<file path="config.mk">
export PLATFORM = sky130hd
export DESIGN_NAME = length_prefixed_deframer
export DESIGN_NICKNAME = d
export VERILOG_FILES = /design/src/rtl/ldf_pkg.sv /design/src/rtl/length_prefixed_deframer.sv /design/src/rtl/ldf_framer.sv /design/src/rtl/ldf_out_buf.sv
export SDC_FILE = /design/constraint.sdc
export NUM_CORES = 1
export LEC_CHECK = 0
export ABC_AREA = 1
export ABC_CLOCK_PERIOD_IN_PS = 3600
export BUFFER_PORTS_ARGS = -buffer_cell sky130_fd_sc_hd__buf_2
export CAP_MARGIN = 10
export CORE_MARGIN = 2
export CORE_UTILIZATION = 55
export CTS_BUF_LIST = sky130_fd_sc_hd__clkbuf_16
export DETAILED_ROUTE_END_ITERATION = 10
export PLACE_DENSITY = 0.75
export SYNTH_ARGS = -nofsm -noshare
export SYNTH_HDL_FRONTEND = slang
export SYNTH_SLANG_ARGS = --single-unit
</file>
<file path="constraint.sdc">
create_clock -name clk_i -period 3.6 [get_ports clk_i]
set_input_delay 0.72 -clock clk_i [delete_from_list [all_inputs] [get_ports clk_i]]
set_output_delay 0.72 -clock clk_i [all_outputs]
set_load 0.01 [all_outputs]
</file>
<file path="src/rtl/ldf_pkg.sv">
// Shared types and constants for the length-prefixed deframer.
`timescale 1ns / 1ps
`default_nettype none

package ldf_pkg;

  localparam int unsigned SizeWidth = 32;
  localparam logic [SizeWidth-1:0] HeaderBytes = 32'd4;
  localparam logic [SizeWidth-1:0] MaxSizeReset = 32'd65536;

  typedef struct packed {
    logic [7:0]           payload_byte;
    logic                 first_byte;
    logic                 last_byte;
    logic [SizeWidth-1:0] message_size;
  } ldf_result_t;

endpackage

`default_nettype wire

</file>
<file path="src/rtl/length_prefixed_deframer.sv">
// Top level of the length-prefixed deframer: input register, framer and result buffer.
`timescale 1ns / 1ps
`default_nettype none

// The deframer takes one stream byte per cycle and keeps that rate indefinitely
// while the output side takes results. Each item is captured in an input register
// and processed by the framing logic once the result buffer has room. A payload
// byte is then written into the result buffer, from which it is presented at the
// output. Header bytes, discarded payload and restart items produce no result. A
// two-entry result buffer absorbs the output stall reaction, and in_stall_o is
// driven from registers only, so it rises only while the buffer is full and an
// item waits in the input register. The maximum message size register should be
// written while no message is in progress.
module length_prefixed_deframer (
  input  wire logic        clk_i,
  input  wire logic        rst_ni,
  input  wire logic        cfg_we_i,
  input  wire logic [31:0] cfg_wdata_i,
  input  wire logic        in_valid_i,
  output logic             in_stall_o,
  input  wire logic [7:0]  data_byte_i,
  input  wire logic        restart_i,
  output logic             out_valid_o,
  input  wire logic        out_stall_i,
  output logic [7:0]       payload_byte_o,
  output logic             first_byte_o,
  output logic             last_byte_o,
  output logic [31:0]      message_size_o
);
  import ldf_pkg::*;

  logic        in_vld_q;
  logic [7:0]  in_byte_q;
  logic        in_restart_q;
  logic        buf_full;
  logic        advance;
  logic        in_accept;
  logic        res_valid;
  ldf_result_t res;
  ldf_result_t out_data;

  // The held item moves into the framer whenever the result buffer has room.
  assign advance    = in_vld_q && !buf_full;
  assign in_stall_o = in_vld_q && buf_full;
  assign in_accept  = in_valid_i && !in_stall_o;

  always_ff @(posedge clk_i or negedge rst_ni) begin
    if (!rst_ni) begin
      in_vld_q <= 1'b0;
    end else if (in_accept) begin
      in_vld_q <= 1'b1;
    end else if (advance) begin
      in_vld_q <= 1'b0;
    end
  end

  always_ff @(posedge clk_i) begin
    if (in_accept) begin
      in_byte_q    <= data_byte_i;
      in_restart_q <= restart_i;
    end
  end

  ldf_framer u_framer (
    .clk_i          (clk_i),
    .rst_ni         (rst_ni),
    .cfg_we_i       (cfg_we_i),
    .cfg_wdata_i    (cfg_wdata_i),
    .item_valid_i   (advance),
    .item_byte_i    (in_byte_q),
    .item_restart_i (in_restart_q),
    .res_valid_o    (res_valid),
    .res_o          (res)
  );

  ldf_out_buf u_out_buf (
    .clk_i       (clk_i),
    .rst_ni      (rst_ni),
    .push_i      (res_valid),
    .push_data_i (res),
    .full_o      (buf_full),
    .out_valid_o (out_valid_o),
    .out_stall_i (out_stall_i),
    .out_data_o  (out_data)
  );

  assign payload_byte_o = out_data.payload_byte;
  assign first_byte_o   = out_data.first_byte;
  assign last_byte_o    = out_data.last_byte;
  assign message_size_o = out_data.message_size;

endmodule

`default_nettype wire

</file>
<file path="src/rtl/ldf_framer.sv">
// Framing state machine: header assembly, payload counting and discard of oversize messages.
`timescale 1ns / 1ps
`default_nettype none

module ldf_framer (
  input  wire logic                        clk_i,
  input  wire logic                        rst_ni,
  input  wire logic                        cfg_we_i,
  input  wire logic [ldf_pkg::SizeWidth-1:0] cfg_wdata_i,
  input  wire logic                        item_valid_i,
  input  wire logic [7:0]                  item_byte_i,
  input  wire logic                        item_restart_i,
  output logic                             res_valid_o,
  output ldf_pkg::ldf_result_t             res_o
);
  import ldf_pkg::*;

  logic [SizeWidth-1:0] max_size_q;
  logic [1:0]           hdr_cnt_q, hdr_cnt_d;
  logic [SizeWidth-1:0] len_acc_q, len_acc_d;
  logic [SizeWidth-1:0] remain_q, remain_d;
  logic                 discard_q, discard_d;
  logic                 first_q, first_d;

  logic [SizeWidth-1:0] acc_base;
  logic [SizeWidth-1:0] acc_new;
  logic [SizeWidth-1:0] remain_dec;

  always_comb begin
    acc_base = (hdr_cnt_q == 2'd0) ? '0 : len_acc_q;
    acc_new  = acc_base;
    case (hdr_cnt_q)
      2'd0:    acc_new[7:0]   = acc_base[7:0]   | item_byte_i;
      2'd1:    acc_new[15:8]  = acc_base[15:8]  | item_byte_i;
      2'd2:    acc_new[23:16] = acc_base[23:16] | item_byte_i;
      2'd3:    acc_new[31:24] = acc_base[31:24] | item_byte_i;
      default: acc_new        = acc_base;
    endcase
  end

  assign remain_dec = remain_q - 32'd1;

  always_comb begin
    hdr_cnt_d   = hdr_cnt_q;
    len_acc_d   = len_acc_q;
    remain_d    = remain_q;
    discard_d   = discard_q;
    first_d     = first_q;
    res_valid_o = 1'b0;
    res_o.payload_byte = item_byte_i;
    res_o.first_byte   = first_q;
    res_o.last_byte    = (remain_dec == '0);
    res_o.message_size = len_acc_q;
    if (item_valid_i) begin
      if (item_restart_i) begin
        hdr_cnt_d = '0;
        len_acc_d = '0;
        remain_d  = '0;
        discard_d = 1'b0;
        first_d   = 1'b0;
      end else if (remain_q == '0) begin
        len_acc_d = acc_new;
        hdr_cnt_d = hdr_cnt_q + 2'd1;
        // The fourth header byte completes the length and decides the message's fate.
        if (hdr_cnt_q == 2'd3) begin
          if (acc_new <= HeaderBytes) begin
            remain_d  = '0;
            discard_d = 1'b0;
            first_d   = 1'b0;
          end else begin
            remain_d  = acc_new - HeaderBytes;
            discard_d = (acc_new > max_size_q);
            first_d   = 1'b1;
          end
        end
      end else begin
        remain_d = remain_dec;
        if (discard_q) begin
          if (remain_dec == '0) begin
            discard_d = 1'b0;
          end
        end else begin
          res_valid_o = 1'b1;
          first_d     = 1'b0;
        end
      end
    end
  end

  always_ff @(posedge clk_i or negedge rst_ni) begin
    if (!rst_ni) begin
      max_size_q <= MaxSizeReset;
      hdr_cnt_q  <= '0;
      len_acc_q  <= '0;
      remain_q   <= '0;
      discard_q  <= 1'b0;
      first_q    <= 1'b0;
    end else begin
      if (cfg_we_i) begin
        max_size_q <= cfg_wdata_i;
      end
      hdr_cnt_q <= hdr_cnt_d;
      len_acc_q <= len_acc_d;
      remain_q  <= remain_d;
      discard_q <= discard_d;
      first_q   <= first_d;
    end
  end

endmodule

`default_nettype wire

</file>
<file path="src/rtl/ldf_out_buf.sv">
// Two-entry result buffer that decouples the output stall from the framing pipeline.
`timescale 1ns / 1ps
`default_nettype none

module ldf_out_buf (
  input  wire logic                 clk_i,
  input  wire logic                 rst_ni,
  input  wire logic                 push_i,
  input  ldf_pkg::ldf_result_t      push_data_i,
  output logic                      full_o,
  output logic                      out_valid_o,
  input  wire logic                 out_stall_i,
  output ldf_pkg::ldf_result_t      out_data_o
);
  import ldf_pkg::*;

  ldf_result_t entry_q [2];
  logic        wr_ptr_q;
  logic        rd_ptr_q;
  logic [1:0]  count_q;
  logic        pop;

  assign out_valid_o = (count_q != 2'd0);
  assign full_o      = (count_q == 2'd2);
  assign pop         = out_valid_o && !out_stall_i;
  assign out_data_o  = entry_q[rd_ptr_q];

  always_ff @(posedge clk_i) begin
    if (push_i) begin
      entry_q[wr_ptr_q] <= push_data_i;
    end
  end

  always_ff @(posedge clk_i or negedge rst_ni) begin
    if (!rst_ni) begin
      wr_ptr_q <= 1'b0;
      rd_ptr_q <= 1'b0;
      count_q  <= 2'd0;
    end else begin
      if (push_i) begin
        wr_ptr_q <= ~wr_ptr_q;
      end
      if (pop) begin
        rd_ptr_q <= ~rd_ptr_q;
      end
      case ({push_i, pop})
        2'b10:   count_q <= count_q + 2'd1;
        2'b01:   count_q <= count_q - 2'd1;
        default: count_q <= count_q;
      endcase
    end
  end

endmodule

`default_nettype wire
</file>
* Word-level counts from Yosys, hierarchy flattened
Memories as Yosys holds them, arrays and structs flattened. Index checks and enable logic that the tools add are counted.
Cells by class: bitwise logic cells 6, reductions and logical operators 17, muxes and demuxes 33, magnitude comparators 2, add/subtract/negate cells 5, equal/unequal tests 8
Operators by type and width (number):
- 2-to-1 mux 32 bit | 7
- zero test 32 bit | 2
- > comparator 32 bit | 1
- less-or-equal comparator 32 x 3 -> 1 bit, second input constant | 1
- 2-to-1 mux 8 bit | 4
- OR 8 bit | 4
- subtractor 32 x 1 -> 32 bit, second input constant | 1
- subtractor 32 x 3 -> 32 bit, second input constant | 1
- 2-to-1 mux 1 bit | 19
- == test 2 bit, second input constant | 4
- nonzero test 2 bit | 4
- inequality test 3 bit, second input constant | 2
- adder 2 x 1 -> 2 bit, second input constant | 2
- == test 2 x 1 -> 1 bit, second input constant | 2
- logical AND 1 bit | 4
- 2-to-1 mux 2 bit | 2
- case mux 2 bit (2 select lines) | 1
- AND reduction 2 bit | 2
- zero test 1 bit | 3
- AND reduction 3 bit | 1
- zero test 2 bit | 1
- inverter 1 bit | 2
- subtractor 2 x 1 -> 2 bit, second input constant | 1
Word-level totals: input port bits 46, output and inout port bits 44, logic and storage cells 84, RAM bits 84, memories 1, flip-flop bits (word level) 114
Memory list:
- u_out_buf.entry_q | depth 2, bits a word 42, rd ports 1, clocked after memory_dff 0, write ports 1, line ldf_out_buf.sv:17 | ldf_result_t entry_q [2];

* Logic depth before layout (Yosys ltp)
Gate-level depths: netlist of run 1.
word-level depth 9, depth in mapped cells 21, mapped depth without buffers 20

* By module
Synthesis of run 1 repeated with hierarchy kept, for this count alone.
Second synthesis, totals: cells, all modules 1386, area, all modules 11180.7 sq um
By module, submodules not included:
- ldf_framer | instances 1, cells each 1120, seq. area each 2503.7 sq um, area an instance 7549.7 sq um
- ldf_out_buf | instances 1, cells each 249, seq. area each 2622.5 sq um, area an instance 3308.2 sq um
- length_prefixed_deframer | instances 1, cells each 17, seq. area each 295.3 sq um, area an instance 322.8 sq um

* Least setup slack after synthesis of run 1
No wires, ideal clock.
kind register to register, start register u_framer.remain_q[0], end memory u_out_buf.entry_q[0][0] (netlist name) (enable), arrival 3004 ps, library setup time 442 ps, stages on the path, launching flop included 8, buffers on the path 0, clock period less this slack 3446 ps, path slack 154 ps, required time 3158 ps, cell sequence dfrtp_1 -> inv_1 -> ha_1 -> nand4_1 -> nor2_4 -> nor2_1 -> nand3_1 -> nor2_1
On the way: cells in the longest elaborated chain, start to end 6
RTL lines:
- start, declared | line ldf_framer.sv:21 | logic [SizeWidth-1:0] remain_q, remain_d;
- start signal, assigned | line ldf_framer.sv:104 | remain_q <= remain_d;
- zero test 32 bit | line ldf_framer.sv:61 | end else if (remain_q == '0) begin
- 2-to-1 mux 1 bit | line ldf_framer.sv:61
- 2-to-1 mux 1 bit | line ldf_framer.sv:55 | if (item_restart_i) begin
- 2-to-1 mux 1 bit | line ldf_framer.sv:54 | if (item_valid_i) begin
- 2-to-1 mux 1 bit | line ldf_out_buf.sv:29 | if (push_i) begin
- 2-to-1 mux 1 bit (not written as such) | line ldf_out_buf.sv:30 | entry_q[wr_ptr_q] <= push_data_i;
- end, declared | line ldf_out_buf.sv:17
No other way between the ends.

* Worst setup path after layout of run 1
start register u_framer.hdr_cnt_q[0], end register u_framer.discard_q
On the way: cells in the longest elaborated chain, start to end 9, elaborated cells on any way between the ends 21, classes of those cells order compare (2); eq/ne (4); mux (9); bitwise (4); reduce/logical (2)
RTL lines:
- start, declared | line ldf_framer.sv:19 | logic [1:0] hdr_cnt_q, hdr_cnt_d;
- start signal, assigned | line ldf_framer.sv:102 | hdr_cnt_q <= hdr_cnt_d;
- zero test 2 bit | line ldf_framer.sv:30, ldf_framer.sv:32
- 2-to-1 mux 32 bit | line ldf_framer.sv:30 | acc_base = (hdr_cnt_q == 2'd0) ? '0 : len_acc_q;
- OR 8 bit (on tied branches)
- 2-to-1 mux 8 bit | line ldf_framer.sv:32 | case (hdr_cnt_q)
- > comparator 32 bit or less-or-equal comparator 32 x 3 -> 1 bit (tied branches) | line ldf_framer.sv:72, ldf_framer.sv:66
- 2-to-1 mux 1 bit | line ldf_framer.sv:66 | if (acc_new <= HeaderBytes) begin
- 2-to-1 mux 1 bit | line ldf_framer.sv:65 | if (hdr_cnt_q == 2'd3) begin
- 2-to-1 mux 1 bit | line ldf_framer.sv:61
- 2-to-1 mux 1 bit | line ldf_framer.sv:55
- end signal, assigned | line ldf_framer.sv:105 | discard_q <= discard_d;
- end, declared | line ldf_framer.sv:22 | logic discard_q, discard_d;
Several ways; a longest one is shown, not always the timed one. The select of a mux whose other input is x is not followed. A chain may end at the register's enable or synchronous reset.

==> impl_metrics.json, run 1 <==
{
  "status": "complete, no violations",
  "critPathMaxFanout": 18,
  "synth_compound_area_frac": 0.1019,
  "clk_pin_slew_ns": 0.08,
  "peakVddDrop_v": 0.0004464,
  "setup_violations": 0,
  "nets": 1538,
  "die_h_um": 144.9,
  "finalPower_mw": 11.40,
  "cts-buffers-inserted": 17,
  "cp-start-kind": "flip-flop",
  "synth_flop_cell": "dfrtp_1",
  "wirelength_um": 30760,
  "synth_edf_count": 93,
  "cts.sinks": 198,
  "cts_tree": "done",
  "synth-simple-area-share": 0.2576,
  "io_pins": 90,
  "rsz0062_at_grt": "false",
  "grt_overflow": 0,
  "cts_max_path_buffers": 2,
  "arrival_ns": 3.58,
  "critPathKind": "flip-flop to flip-flop",
  "row_count": 51,
  "drt_iter0_markers": 1053,
  "postSynthCellCount": 1363,
  "ys_warn_count": 0,
  "final_area_um2": 12290,
  "tns_ns": 0,
  "synth.distinct_cells": 37,
  "finClkSkew_ns": 0.01214,
  "fin_crit_sh": 0.8994,
  "whs_ns": 0.2746,
  "placed_area_um2": 11680,
  "antenna_found_initial": 0,
  "gp_congestion": 1.031,
  "vias": 9653,
  "avgSynthCellArea_um2": 8.014,
  "hold_path_class": "input port to asynchronous set/reset pin",
  "final_cells": 1731,
  "wl_per_cell_um": 17.77,
  "clockRootBuffer": "clkbuf_16",
  "post-cts-setup-buffer-count": 0,
  "leakage_nw": 6.104,
  "synth.area.mux_share": 0.001031,
  "drc": 0,
  "grt_pass1_wl_um": 49220,
  "endpoint_kind": "flip-flop",
  "mappedNetlistArea_um2": 10920,
  "synth-async-reset-ratio": 0.5303,
  "cap_violations": 0,
  "worst_pin_slew_ns": 1.074,
  "cts.htree.levels": 4,
  "synth_xor_xnor_area_share": 0.02486,
  "dp_hpwl_um": 23060,
  "syn-num-nets": 1448,
  "die_width_um": 144.9,
  "syn_to_final_growth_pct": 12.49,
  "period_minus_slack_ns": 3.238,
  "layout-drive-gt1-share": 0.1187,
  "drv_slew": 0,
  "synth_top_family_by_area": "simple AND/OR/NAND/NOR gates",
  "ys_seq_area_frac": 0.4963,
  "dieArea_um2": 21000,
  "antenna_left": 0,
  "start_util": 0.5612,
  "vias_per_cell": 5.577,
  "core_area_um2": 19460,
  "max_freq_mhz": 308.8,
  "grt_util_all_layers": 0.2995,
  "firstDrtPassIters": 7,
  "synth_fa_ha_area_frac": 0.04467,
  "insertion_delay_ns": 0.45,
  "p_per_area_nw_per_um2": 928.2,
  "grt_max_degree": 64,
  "ys_ff_latch": 198,
  "grt_pass1_vias": 8959,
  "relSlewSlack": 0.2824,
  "dp_cells": 1699,
  "hold_viol": 0,
  "diodes": 0,
  "required_ns": 3.94,
  "portBuffers": 89
}
registers in the layout (all words and copies together), names as in the netlist:
name	flops
u_out_buf.rd_ptr_q	1
u_framer.discard_q	1
u_framer.remain_q	32
u_out_buf.entry_q	84
u_framer.max_size_q	32
u_framer.len_acc_q	32
in_vld_q	1
in_restart_q	1
u_framer.hdr_cnt_q	2
u_framer.first_q	1
in_byte_q	8
u_out_buf.count_q	2
u_out_buf.wr_ptr_q	1
path summary, 6_finish.rpt:
kind / from / endpoint / slack, ns / cells past startpoint
max in group asynchronous: rst_ni / u_framer.max_size_q[16] / 2.53 / 2
hold / removal: rst_ni / u_framer.remain_q[19] / 0.27 / 1
setup / recovery: u_framer.hdr_cnt_q[0] / u_framer.discard_q / 0.36 / 18
hold reg to reg: u_framer.len_acc_q[17] / u_out_buf.entry_q[0][17] / 0.47 / 0
setup reg to reg: u_framer.hdr_cnt_q[0] / u_framer.discard_q / 0.36 / 18
min in group clk_i: data_byte_i[0] / in_byte_q[0] / 0.45 / 1
layout make-up:
cell class              count  area [µm²]
well taps                 265       331.6
multi-input cells         964        4726
repair buffers            106       588.1
clock inverters            15       171.4
flip-flops and latches    198        5421
fillers                  1674        7176
inverters                 166       623.1
clock buffers              17       425.4
placed cells by master, fill, tap and decap left out, types with 31 or more instances in the layout:
cell and n:
inv_1 161, ha_1 38, nand2_1 478, o21ai_0 74
o22ai_1 31, edfxtp_1 93, o21ai_1 41, buf_2 88
nand3_1 45, dfrtp_1 104, nor2_1 129
logic make-up after synthesis:
logic type               Yosys count
multiplexers                       1
flip-flops                       198
AND/OR/NAND/NOR                  702
adder cells (fa/ha/maj)           39
AO/OA/AOI/OAI                    191
XOR/XNOR                          31
buffers and inverters            201
power by group:
part           internal (mW)  switching [mW]
combinational           1.82            4.25
clock                  0.942           0.981
sequential              3.01           0.404
worst max-delay path, stage by stage, from the launching register on:
cell     delay, ns
dfrtp_1       0.43
inv_1         0.13
ha_1          0.66
nand2_1       0.15
o21ai_1       0.26
inv_1         0.17
ha_1          0.33
a21oi_1       0.15
nor2_1        0.06
nor3_1        0.12
nand2_1       0.07
a21oi_1       0.13
nand2_1       0.10
nand2_1       0.07
nand3_1       0.07
nand2_1       0.07
nand2_1       0.05
nand2_1       0.05
nand2_1       0.06
layer usage:
metal,vias to the layer above,share of wire,global-route usage
met5,-,0,0
met4,0,0.031,0.1153
met3,65,0.080,0.03836
met2,493,0.45,0.4652
met1,4478,0.43,0.4316
li1,4617,-,-
cells in the mapped netlist (6+ instances only):
cell | instances | area [µm²]
nor2_1 | 131 | 491.7
clkbuf_1 | 22 | 82.58
inv_1 | 161 | 604.3
a21oi_1 | 17 | 85.08
nand2_1 | 478 | 1794
xor2_1 | 30 | 262.8
ha_1 | 39 | 488.0
a22oi_2 | 6 | 75.07
buf_2 | 6 | 30.03
nor3_1 | 10 | 50.05
nand3_1 | 45 | 225.2
nand4_1 | 23 | 143.9
o22ai_1 | 31 | 193.9
nor2_2 | 7 | 43.79
o21ai_1 | 41 | 205.2
o21ai_0 | 74 | 370.4
edfxtp_1 | 93 | 2793
dfrtp_1 | 104 | 2603
stage by stage:
step / setup WS [ns] / utilization
CTS: 0.3055 / 0.6307
floorplan: 0.1540 / -
detailed placement: 0.3075 / 0.6000
global route: 0.04950 / 0.6313
global placement: 0.3316 / 0.6000
finish: 0.3621 / 0.6313
what timing repair did:
item,CTS,global route
gates resized for setup,0,3
hold buffers,0,0
endpoints found under the setup margin,0,11
No activity file was read; power rests on OpenSTA's default activity.
==> run 2, diff against run 1 <==
--- a/config.mk
+++ b/config.mk
@@ -10,10 +10,11 @@
 export BUFFER_PORTS_ARGS = -buffer_cell sky130_fd_sc_hd__buf_2
 export CAP_MARGIN = 10
 export CORE_MARGIN = 2
-export CORE_UTILIZATION = 55
-export CTS_BUF_LIST = sky130_fd_sc_hd__clkbuf_16
+export CORE_UTILIZATION = 56
+export CTS_BUF_LIST = sky130_fd_sc_hd__clkbuf_2
 export DETAILED_ROUTE_END_ITERATION = 10
-export PLACE_DENSITY = 0.75
+export PLACE_DENSITY = 0.76
+export RECOVER_POWER = 100
 export SYNTH_ARGS = -nofsm -noshare
 export SYNTH_HDL_FRONTEND = slang
 export SYNTH_SLANG_ARGS = --single-unit
==> impl_metrics.json, run 2 (synthesized netlist as in run 1, its figures left out) <==
{
  "cts-buffers-inserted": 17,
  "grt_pass1_wl_um": 48120,
  "status": "complete, but fails checks",
  "antenna_found_initial": 1,
  "max_freq_mhz": 292.0,
  "endpoint_kind": "flip-flop",
  "antenna_left": 0,
  "syn_to_final_growth_pct": 9.244,
  "critPathMaxFanout": 10,
  "relSlewSlack": -0.3595,
  "clk_pin_slew_ns": 0.31,
  "wl_per_cell_um": 17.94,
  "final_cell_mix": "nand2_1 (478), inv_1 (161), nor2_1 (132)",
  "arrival_ns": 4.13,
  "cts.sinks": 198,
  "cap_violations": 2,
  "grt_overflow": 0,
  "row_count": 51,
  "fin_crit_sh": 0.9512,
  "leakage_nw": 5.861,
  "clockRootBuffer": "clkbuf_2",
  "gp_congestion": 1.039,
  "whs_ns": 0.05937,
  "die_h_um": 143.7,
  "wirelength_um": 31180,
  "firstDrtPassIters": 5,
  "grt_pass1_vias": 8876,
  "vias_per_cell": 5.488,
  "layout-drive-gt1-share": 0.08294,
  "rsz0062_at_grt": "false",
  "violations": "capacitance limit, slew limit",
  "portBuffers": 89,
  "vias": 9538,
  "cts_max_path_buffers": 2,
  "busiest_layer": "met2",
  "grtUsageMet2": 0.5073,
  "setup_violations": 0,
  "cts.htree.levels": 4,
  "finClkSkew_ns": 0.03691,
  "drt_iter0_markers": 960,
  "hold_viol": 0,
  "final_area_um2": 11930,
  "insertion_delay_ns": 0.81,
  "dp_hpwl_um": 23480,
  "post-cts-setup-buffer-count": 0,
  "cts_tree": "done",
  "drc": 0,
  "io_pins": 90,
  "cp_cell_sequence": "inv_1 -> ha_1 -> buf_4 -> nand2_1 -> o21ai_1 -> nand3_1 -> nor2_1 -> nand2_1 -> nor2_4 -> xor2_1 -> o21ai_0 -> nand2_1 -> o21ai_0",
  "met1_usage": 0.4279,
  "grt_max_degree": 64,
  "r2r_start": "u_framer.hdr_cnt_q[0]",
  "cp-start-kind": "flip-flop",
  "grt_util_all_layers": 0.3100,
  "tns_ns": 0,
  "peakVddDrop_v": 0.0004029,
  "required_ns": 4.31,
  "cpPeakStageDelay_ns": 0.49,
  "period_minus_slack_ns": 3.424,
  "layout_commonest_cell": "nand2_1",
  "placed_area_um2": 11690,
  "grt_util_met3": 0.05498,
  "nets": 1543,
  "cpMostUsedCell": "nand2_1",
  "drv_slew": 121,
  "final_util": 0.6192,
  "p_per_area_nw_per_um2": 894.5,
  "critPathKind": "flip-flop to flip-flop",
  "worst_pin_slew_ns": 2.039,
  "largest_register_ffs": 84,
  "slowest_stage": "dfrtp_1",
  "start_util": 0.5668,
  "hold_path_class": "input port to flip-flop",
  "critPathLaunch": "u_framer.hdr_cnt_q[0]",
  "min_from": "data_byte_i[2]",
  "dieArea_um2": 20640,
  "regMostFlops": "u_out_buf.entry_q",
  "die_width_um": 143.7,
  "core_area_um2": 19270
}
run 2: cell count changes in the layout (fill, tap and decap cells not counted), sizes merged, moves of 2 or more:
| cell | before | now |
|---|---|---|
| diode | 0 | 2 |
| clkinv | 7 | 4 |
| bufinv | 0 | 3 |
| inv | 173 | 171 |
| dlygate4sd3 | 0 | 2 |
| clkbuf | 17 | 67 |
| buf | 106 | 60 |
run 2: cell type report:
type / instances / area (µm²)
Multi-Input combinational cell: 964 / 4707
Tap cell: 265 / 331.6
Inverter: 166 / 623.1
Antenna cell: 2 / 5.005
Clock inverter: 14 / 211.5
Sequential cell: 198 / 5421
Clock buffer: 18 / 90.09
Timing Repair Buffer: 111 / 543.0
Fill cell: 1764 / 7338
run 2: path summary, 6_finish.rpt:
kind,cells past startpoint,endpoint,slack (ns)
worst min-delay path,1,in_byte_q[2],0.06
min in group asynchronous,2,u_framer.remain_q[27],0.79
worst max register to register,13,u_framer.remain_q[15],0.18
max in group asynchronous,3,u_framer.len_acc_q[24],1.20
worst max-delay path,13,u_framer.remain_q[15],0.18
worst min register to register,0,u_out_buf.entry_q[0][25],0.51
run 2: stage by stage:
| step | total power [mW] | instances | worst slack [ns] |
|---|---|---|---|
| CTS | 10.67 | 1735 | 0.2394 |
| global placement | 9.319 | 1702 | 0.4724 |
| global route | 11.46 | 1738 | 0.01838 |
| detailed placement | 9.386 | 1702 | 0.3666 |
| floorplan | 7.486 | 1363 | 0.1540 |
| finish | 10.67 | 1738 | 0.1757 |
run 2: what timing repair did:
action	in CTS	in global routing
gates resized for setup	0	1
hold endpoints to repair	53	1
hold buffers	1	1
setup endpoints to repair	0	4
run 2: power by group:
part	internal, mW	total (mW)	switching [mW]
Combinational	1.74	5.98	4.24
Clock	0.431	1.28	0.853
Sequential	3.01	3.41	0.400
Total	5.18	10.7	5.49
run 2: routing by layer:
metal	vias to the layer above	part of all wire
met5	-	0
met4	0	0.023
met3	59	0.078
met2	445	0.47
met1	4424	0.43
li1	4610	-
run 2: critical path: cells and delay by family, from the launching register on:
| kind | cells | cell delay [ns] |
|---|---|---|
| AND/OR/NAND/NOR | 6 | 1.14 |
| XOR/XNOR | 1 | 0.32 |
| AO/OA/AOI/OAI | 3 | 0.58 |
| adder cells (fa/ha/maj) | 1 | 0.44 |
| buffers and inverters | 2 | 0.37 |
| flip-flops | 1 | 0.49 |
